--- src/upsc_pkg.sv ---
// Shared types and constants of the pixel replication upscaler.
package upsc_pkg;

  localparam int DEF_MAX_WIDTH = 1024;
  localparam int DEF_MAX_SCALE = 100;
  localparam int MAX_HEIGHT    = 4096;

  localparam int SCALE_W  = 7;
  localparam int WIDTH_W  = 11;
  localparam int HEIGHT_W = 13;
  localparam int ROW_W    = 12;
  localparam int CFG_IDX_W  = 2;
  localparam int CFG_DATA_W = 13;
  localparam int CHAN_W  = 8;
  localparam int PIXEL_W = 3 * CHAN_W;

  typedef enum logic [1:0] {
    ST_STORED       = 2'd0,
    ST_PIXEL        = 2'd1,
    ST_PULL_REFUSED = 2'd2,
    ST_PUSH_REFUSED = 2'd3
  } status_t;

  typedef enum logic [CFG_IDX_W-1:0] {
    REG_SCALE  = 2'd0,
    REG_WIDTH  = 2'd1,
    REG_HEIGHT = 2'd2
  } cfg_reg_t;

  localparam logic REQ_PUSH = 1'b0;

  typedef struct packed {
    status_t              status;
    logic                 row_end;
    logic [1:0]           pad_bytes;
    logic                 frame_end;
    logic [WIDTH_W-1:0]   col;
  } step_t;

endpackage

--- src/upsc_ctrl.sv ---
// Configuration registers, row and frame counters, and per-transfer decode.
module upsc_ctrl #(
  parameter int MAX_WIDTH = upsc_pkg::DEF_MAX_WIDTH,
  parameter int MAX_SCALE = upsc_pkg::DEF_MAX_SCALE
) (
  input  logic                            clk,
  input  logic                            rst,
  input  logic                            cfg_wr_en,
  input  logic [upsc_pkg::CFG_IDX_W-1:0]  cfg_index,
  input  logic [upsc_pkg::CFG_DATA_W-1:0] cfg_wdata,
  input  logic                            accept,
  input  logic                            req_type,
  output upsc_pkg::step_t                 step
);
  import upsc_pkg::*;

  logic [SCALE_W-1:0]  scale_factor;
  logic [WIDTH_W-1:0]  source_width;
  logic [HEIGHT_W-1:0] source_height;

  logic [WIDTH_W-1:0] load_count;
  logic               row_ready;
  logic [WIDTH_W-1:0] read_column;
  logic [SCALE_W-1:0] across_count;
  logic [SCALE_W-1:0] down_count;
  logic [ROW_W-1:0]   source_row;

  logic [SCALE_W-1:0]  s_eff;
  logic [WIDTH_W-1:0]  w_eff;
  logic [HEIGHT_W-1:0] h_eff;
  logic                last_load;
  logic                last_across;
  logic                last_col;
  logic                last_down;
  logic                last_row;
  logic [3:0]          pad_prod;
  logic                is_push;

  always_comb begin
    if (scale_factor == '0) begin
      s_eff = SCALE_W'(1);
    end else if (32'(scale_factor) > MAX_SCALE) begin
      s_eff = SCALE_W'(MAX_SCALE);
    end else begin
      s_eff = scale_factor;
    end
    if (source_width == '0) begin
      w_eff = WIDTH_W'(1);
    end else if (32'(source_width) > MAX_WIDTH) begin
      w_eff = WIDTH_W'(MAX_WIDTH);
    end else begin
      w_eff = source_width;
    end
    if (source_height == '0) begin
      h_eff = HEIGHT_W'(1);
    end else if (32'(source_height) > MAX_HEIGHT) begin
      h_eff = HEIGHT_W'(MAX_HEIGHT);
    end else begin
      h_eff = source_height;
    end
  end

  assign is_push     = (req_type == REQ_PUSH);
  assign last_load   = ({1'b0, load_count} + 1'b1) >= {1'b0, w_eff};
  assign last_across = ({1'b0, across_count} + 1'b1) >= {1'b0, s_eff};
  assign last_col    = ({1'b0, read_column} + 1'b1) >= {1'b0, w_eff};
  assign last_down   = ({1'b0, down_count} + 1'b1) >= {1'b0, s_eff};
  assign last_row    = ({1'b0, source_row} + 1'b1) >= h_eff;
  assign pad_prod    = 4'(w_eff[1:0]) * 4'(s_eff[1:0]);

  always_comb begin
    step           = '0;
    step.status    = ST_STORED;
    if (is_push) begin
      step.col    = load_count;
      step.status = row_ready ? ST_PUSH_REFUSED : ST_STORED;
    end else if (!row_ready) begin
      step.status = ST_PULL_REFUSED;
    end else begin
      step.status = ST_PIXEL;
      step.col    = read_column;
      if (last_across && last_col) begin
        step.row_end   = 1'b1;
        step.pad_bytes = pad_prod[1:0];
        step.frame_end = last_down && last_row;
      end
    end
  end

  always_ff @(posedge clk) begin
    if (rst) begin
      scale_factor  <= SCALE_W'(1);
      source_width  <= WIDTH_W'(1);
      source_height <= HEIGHT_W'(1);
      load_count    <= '0;
      row_ready     <= 1'b0;
      read_column   <= '0;
      across_count  <= '0;
      down_count    <= '0;
      source_row    <= '0;
    end else if (cfg_wr_en) begin
      unique case (cfg_index)
        REG_SCALE:  scale_factor  <= cfg_wdata[SCALE_W-1:0];
        REG_WIDTH:  source_width  <= cfg_wdata[WIDTH_W-1:0];
        REG_HEIGHT: source_height <= cfg_wdata[HEIGHT_W-1:0];
        default: ;
      endcase
      if (cfg_index == REG_SCALE || cfg_index == REG_WIDTH || cfg_index == REG_HEIGHT) begin
        load_count   <= '0;
        row_ready    <= 1'b0;
        read_column  <= '0;
        across_count <= '0;
        down_count   <= '0;
        source_row   <= '0;
      end
    end else if (accept) begin
      if (is_push) begin
        if (!row_ready) begin
          if (last_load) begin
            load_count   <= '0;
            row_ready    <= 1'b1;
            read_column  <= '0;
            across_count <= '0;
            down_count   <= '0;
          end else begin
            load_count <= load_count + 1'b1;
          end
        end
      end else if (row_ready) begin
        if (!last_across) begin
          across_count <= across_count + 1'b1;
        end else begin
          across_count <= '0;
          if (!last_col) begin
            read_column <= read_column + 1'b1;
          end else begin
            read_column <= '0;
            if (!last_down) begin
              down_count <= down_count + 1'b1;
            end else begin
              down_count <= '0;
              row_ready  <= 1'b0;
              source_row <= last_row ? '0 : source_row + 1'b1;
            end
          end
        end
      end
    end
  end

endmodule

--- config.mk ---
export PLATFORM = sky130hd
export DESIGN_NAME = upsc_ctrl
export DESIGN_NICKNAME = d
export VERILOG_FILES = /design/src/upsc_pkg.sv /design/src/upsc_ctrl.sv
export SDC_FILE = /design/constraint.sdc
export NUM_CORES = 1
export LEC_CHECK = 0
export BUFFER_PORTS_ARGS = -buffer_cell sky130_fd_sc_hd__clkbuf_2
export CAP_MARGIN = 20
export CORE_MARGIN = 5
export CORE_UTILIZATION = 35
export DETAILED_ROUTE_END_ITERATION = 8
export GPL_ROUTABILITY_DRIVEN = 0
export HOLD_SLACK_MARGIN = 0.08
export PLACE_DENSITY = 0.51
export SYNTH_ARGS = -nofsm -noshare
export SYNTH_HDL_FRONTEND = slang
export SYNTH_SLANG_ARGS = --single-unit
export TNS_END_PERCENT = 50
--- constraint.sdc ---
create_clock -name clk -period 3.8 [get_ports clk]
set_input_delay 0.19 -clock clk [delete_from_list [all_inputs] [get_ports clk]]
set_output_delay 0.19 -clock clk [all_outputs]
set_load 0.1 [all_outputs]
Word-level counts from Yosys, hierarchy flattened
Cells that the tools add are included.
- $add $sub $neg: 10
- multipliers: 1
- $lt $le $gt $ge: 8
- eq/ne operators: 9
- multiplexer cells: 61
- reduce and logical (&&, ||, !) cells: 24
- operator list (operator ; count):
    2-to-1 mux 11 bit ; 17
    2-to-1 mux 7 bit ; 17
    2-to-1 mux 12 bit ; 9
    2-to-1 mux 13 bit ; 2
    adder 11 x 1 -> 12 bit, second input constant ; 2
    greater-or-equal comparator 12 x 11 -> 1 bit ; 2
    adder 11 x 1 -> 11 bit, second input constant ; 2
    adder 7 x 1 -> 8 bit, second input constant ; 2
    greater-or-equal comparator 8 x 7 -> 1 bit ; 2
    2-to-1 mux 15 bit ; 1
    adder 7 x 1 -> 7 bit, second input constant ; 2
    AND reduction 7 bit ; 2
    adder 12 x 1 -> 13 bit, second input constant ; 1
    greater-or-equal comparator 13 bit ; 1
    greater-than comparator 13 bit, second input constant ; 1
    logical NOT 13 bit ; 1
    adder 12 x 1 -> 12 bit, second input constant ; 1
    nonzero test 2 bit ; 6
    greater-than comparator 11 bit, second input constant ; 1
    logical NOT 11 bit ; 1
    2-to-1 mux 1 bit ; 10
    != test 3 x 2 -> 1 bit, second input constant ; 3
    2-to-1 mux 4 bit ; 2
    AND reduction 2 bit ; 4
    other kinds (16) ; 21
- register bits after elaboration: 80
- bits of input ports: 20
- output and inout bits: 17

Depth between registers and ports, before layout
- word-level depth: 12
- depth in mapped cells: 16
- mapped depth without buffers: 15

Worst setup path before layout
No wires, ideal clock.
- kind: register to output
- start: reg across_count[2]
- end: out step[13] (netlist name)
- arrival: 5.319 ns
- data required time: 3.610 ns
- path slack: -1.709 ns
- stages on the path, launching flop included: 13
- buffers on the path: 1
- cells stage by stage: dfxtp_1 -> and3_1 -> buf_2 -> and3_1 -> xor2_1 -> ha_1 -> o2111a_1 -> o31ai_1 -> o211a_1 -> a21o_1 -> a211oi_2 -> and2_1 -> a21boi_0
- RTL lines (what ; RTL line ; source):
    from (decl) ; upsc_ctrl.sv:24 ; logic [SCALE_W-1:0] across_count;
    from (signal assigned) ; upsc_ctrl.sv:131 ; across_count <= across_count + 1'b1;
    to (decl) ; upsc_ctrl.sv:13 ; output upsc_pkg::step_t step

==> impl_results.md <==
* Max Clock Freq at ~0.27 GHz
* CTS Buf Count at 9
* FF-to-FF setup slack at about 0.29 ns
* Lkg Pwr at 2.70 nW
* Vias per cell at roughly 5.4
* Synth area leader: dfxtp_1
* Htree depth at 3
* HP Class: in -> reg
* Largest net degree at the start of global routing at just over 40
* Critical path class: reg -> out
* Clock Sinks at 80
* Crit path cell chain: ha_2 > and4_4 > nand4_1 > xnor2_2 > ha_1 > a211oi_2 > nor2_1 > a311oi_2 > and2b_4 > a211oi_4 > and2_2 > and3_2 > clkbuf_8
* Final Cycle Share at between 90% and 100%
* Setup_tns at 0 ns
* Die area at 18,300 um2
* Total Nets Final at roughly 780
* Worst slew pin tran at between 0.8 and 0.9 ns
* Max rail drop VDD at 0.000204 V
* Post-synth EDFFs at 0
* Slew headroom at 43.6%
* Later-pin clock latency in the skew report at between 0.3 and 0.4 ns
* Vias at 4,983
* Max Fanout on Critical Path at 5
* Largest cells by area after synthesis: dfxtp_1 29%, ha_1 12%, nand2_1 5.1%
* Status: finished, final reports clean
* Clock Tree Buf Depth at 2
* Worst path slowest cell: dfxtp_2
* Post-DRT Antenna Nets at 0
* Initial core utilization at about 36%
* Syn Area/Cell at a little over 8 um2
* Total core area at about 15,000 um2
* Delay-heaviest family, CP: simple AND/OR/NAND/NOR gates
* Pwr Density at roughly 320 nW/um2
* Mapped Area at around 5500 um2
* DR WL met2 at 7.32 mm
* WL met3 at between 500 and 600 um
* Top Metal Used: met4
* Main synth FF type: dfxtp_1
* Multi-input logic area at 3720 um2
* Slowest Stage Delay on Critical Path at ~0.37 ns
* Synthesized instance count at 666
* MaxCap Viol Count at 0
* Ys async rst share at 0%
* Worst Path Buf+Inv at 1
* Setup crit start kind: register
* #FFs+latches synth at 80
* Syn nets at around 740
* Die height at between 100 and 150 um
* DR WL/cell at around 17 um
* WL met1 at just over 7 mm
* Worst-path clk slew at 0.07 ns
* Ports at 37
* Fillcell total at around 1,600
* Cell row count at between 40 and 50
* Die width at 135 um
* Pre-CTS setup slack at approximately 0.13 ns
* Reg area at about 1600 um2
* CTS tree: yes
* Antenna cells at 0
* Worst path arrival time at 3.47 ns
* # setup viols final at 0
* Initial antenna violation count at 0
* Final hold slack at approximately 0.094 ns
* Final Power at 2.03 mW
* Crit end category: output pin
* Vias in the first global route at 4,791
* Register area share after synthesis at 29.1%
* Post-DP HPWL at around 12 mm
* Total GRT Usage at between 10% and 20%
* Slew Limit Fails at 0
* Final WL at about 15 mm
* Post-synth cell types at 73
* # DRC at 0
* GR Overflow Total at 0
* Final WS setup at approximately 0.14 ns
* CTS root buffer: clkbuf_16
* Worst path required time at around 3.6 ns
* Synth warn at 0
* Synth top area share at 29.1%
* # port buffers at 36
* Initial detailed-routing violation count at 280
* Share of post-route cells with drive strength above 1 at about 17%
* Setup Skew at 0.0119 ns
* First-pass GRT wire length at roughly 25 mm
* Hold Vio Cnt, Final at 0
* Minimum clock period at about 3.7 ns
* Layout area overhead at 16.7%
* Drt pass-1 iters at 5
==> cell usage in the layout, fill, tap and decap left out, drive strengths merged, types with 4 or more instances in the layout <==
cell type / netlist / routed
xnor2: 25 / 25
nor2b: 14 / 14
nor3b: 6 / 6
nand3: 37 / 37
buf: 16 / 25
nor2: 58 / 58
xor2: 13 / 13
a22o: 13 / 13
mux2i: 18 / 18
nand3b: 6 / 6
o21ai: 34 / 34
nor3: 11 / 11
a31oi: 6 / 6
ha: 52 / 52
a211oi: 9 / 9
a221o: 5 / 5
nand2b: 7 / 7
and2: 4 / 4
mux2: 4 / 4
a21oi: 29 / 29
nand4: 6 / 6
and3: 16 / 16
a21o: 11 / 11
inv: 29 / 34
nor4: 9 / 9
o22ai: 7 / 7
and4: 4 / 4
or4b: 4 / 4
o32ai: 4 / 4
dfxtp: 80 / 80
nand2: 74 / 74
clkbuf: 13 / 43
==> final timing paths <==
path,end,cells after the start,from
min,source_height[7],3,cfg_wdata[7]
max reg2reg,down_count[6],12,read_column[1]
max,step[12],13,read_column[1]
min reg2reg,source_height[7],2,source_height[7]
==> worst register-to-register path: stages (launching register included) <==
cell	delay [ns]
dfxtp_2	0.37
ha_2	0.21
and4_4	0.24
nand4_1	0.14
xnor2_2	0.18
ha_1	0.34
a211oi_2	0.23
nor2_1	0.08
a311oi_2	0.36
and2b_4	0.24
a21o_1	0.31
a21o_1	0.36
mux2_4	0.33
==> routing by layer <==
layer / up-vias / global-route usage, %
met5: - / 0
met4: 0 / 8.01
met3: 32 / 2.71
met2: 114 / 27.8
met1: 2338 / 22.1
li1: 2499 / -
==> kinds of logic (layout without fill, tap and decap cells) <==
logic type	Yosys count	count (layout)	share of synthesized area, %
and+or+nand+nor	266	266	25.1
muxes	22	22	4.23
xor gates and xnor gates	38	38	6.06
AOI/OAI and AO/OA	149	149	18.8
buffers and inverters	59	108	4.78
adders and majority gates	52	52	11.8
DFF	80	80	29.1
==> sequential cells by signal, indices dropped and copies added (netlist names) <==
register,flops
load_count,11
source_height,13
across_count,7
row_ready,1
source_width,11
scale_factor,7
read_column,11
source_row,12
down_count,7
==> Yosys cell counts, types with 8 or more instances <==
cell and instances:
o21ai_0 26, dfxtp_1 80, xor2_1 13, nor2b_1 13, and3_1 16, a22o_1 13
a21oi_1 29, a21o_1 11, inv_1 29, nand2_1 74, nand3_1 36, a211oi_1 8
xnor2_1 25, clkbuf_1 13, nor3_1 11, mux2i_1 18, nor2_1 58, ha_1 52
==> power breakdown <==
| part | internal (mW) | switching, mW | leakage (nW) | total [mW] |
|---|---|---|---|---|
| sequential | 0.851 | 0.0121 | 0.649 | 0.863 |
| combinational | 0.112 | 0.192 | 1.92 | 0.304 |
| clock | 0.457 | 0.408 | 0.135 | 0.865 |
| total | 1.42 | 0.612 | 2.70 | 2.03 |
==> through the flow <==
stage | utilization (%) | std cells | area, um2
global route | 41.9 | 926 | 6410
finish | 41.9 | 926 | 6410
floorplan | - | 666 | 5510
global placement | 39.0 | 902 | 5970
CTS | 41.2 | 922 | 6310
detailed placement | 39.0 | 902 | 5970
==> what timing repair did <==
action | CTS | global route
hold endpoints to repair | 4 | 0
gates resized for setup | 6 | 21
buffers inserted | 1 | 4
hold buffers | 3 | 0
pin swaps | 1 | 4
setup endpoints to repair | 4 | 16
==> layout make-up <==
class	count	area share [%]
flip-flops and latches	80	25.1
clock buffers	9	3.51
multi-input cells	527	58.0
well taps	211	4.12
clock inverters	7	0.956
repair buffers	62	6.61
inverters	30	1.76
Power figures use the tool's default switching activity.
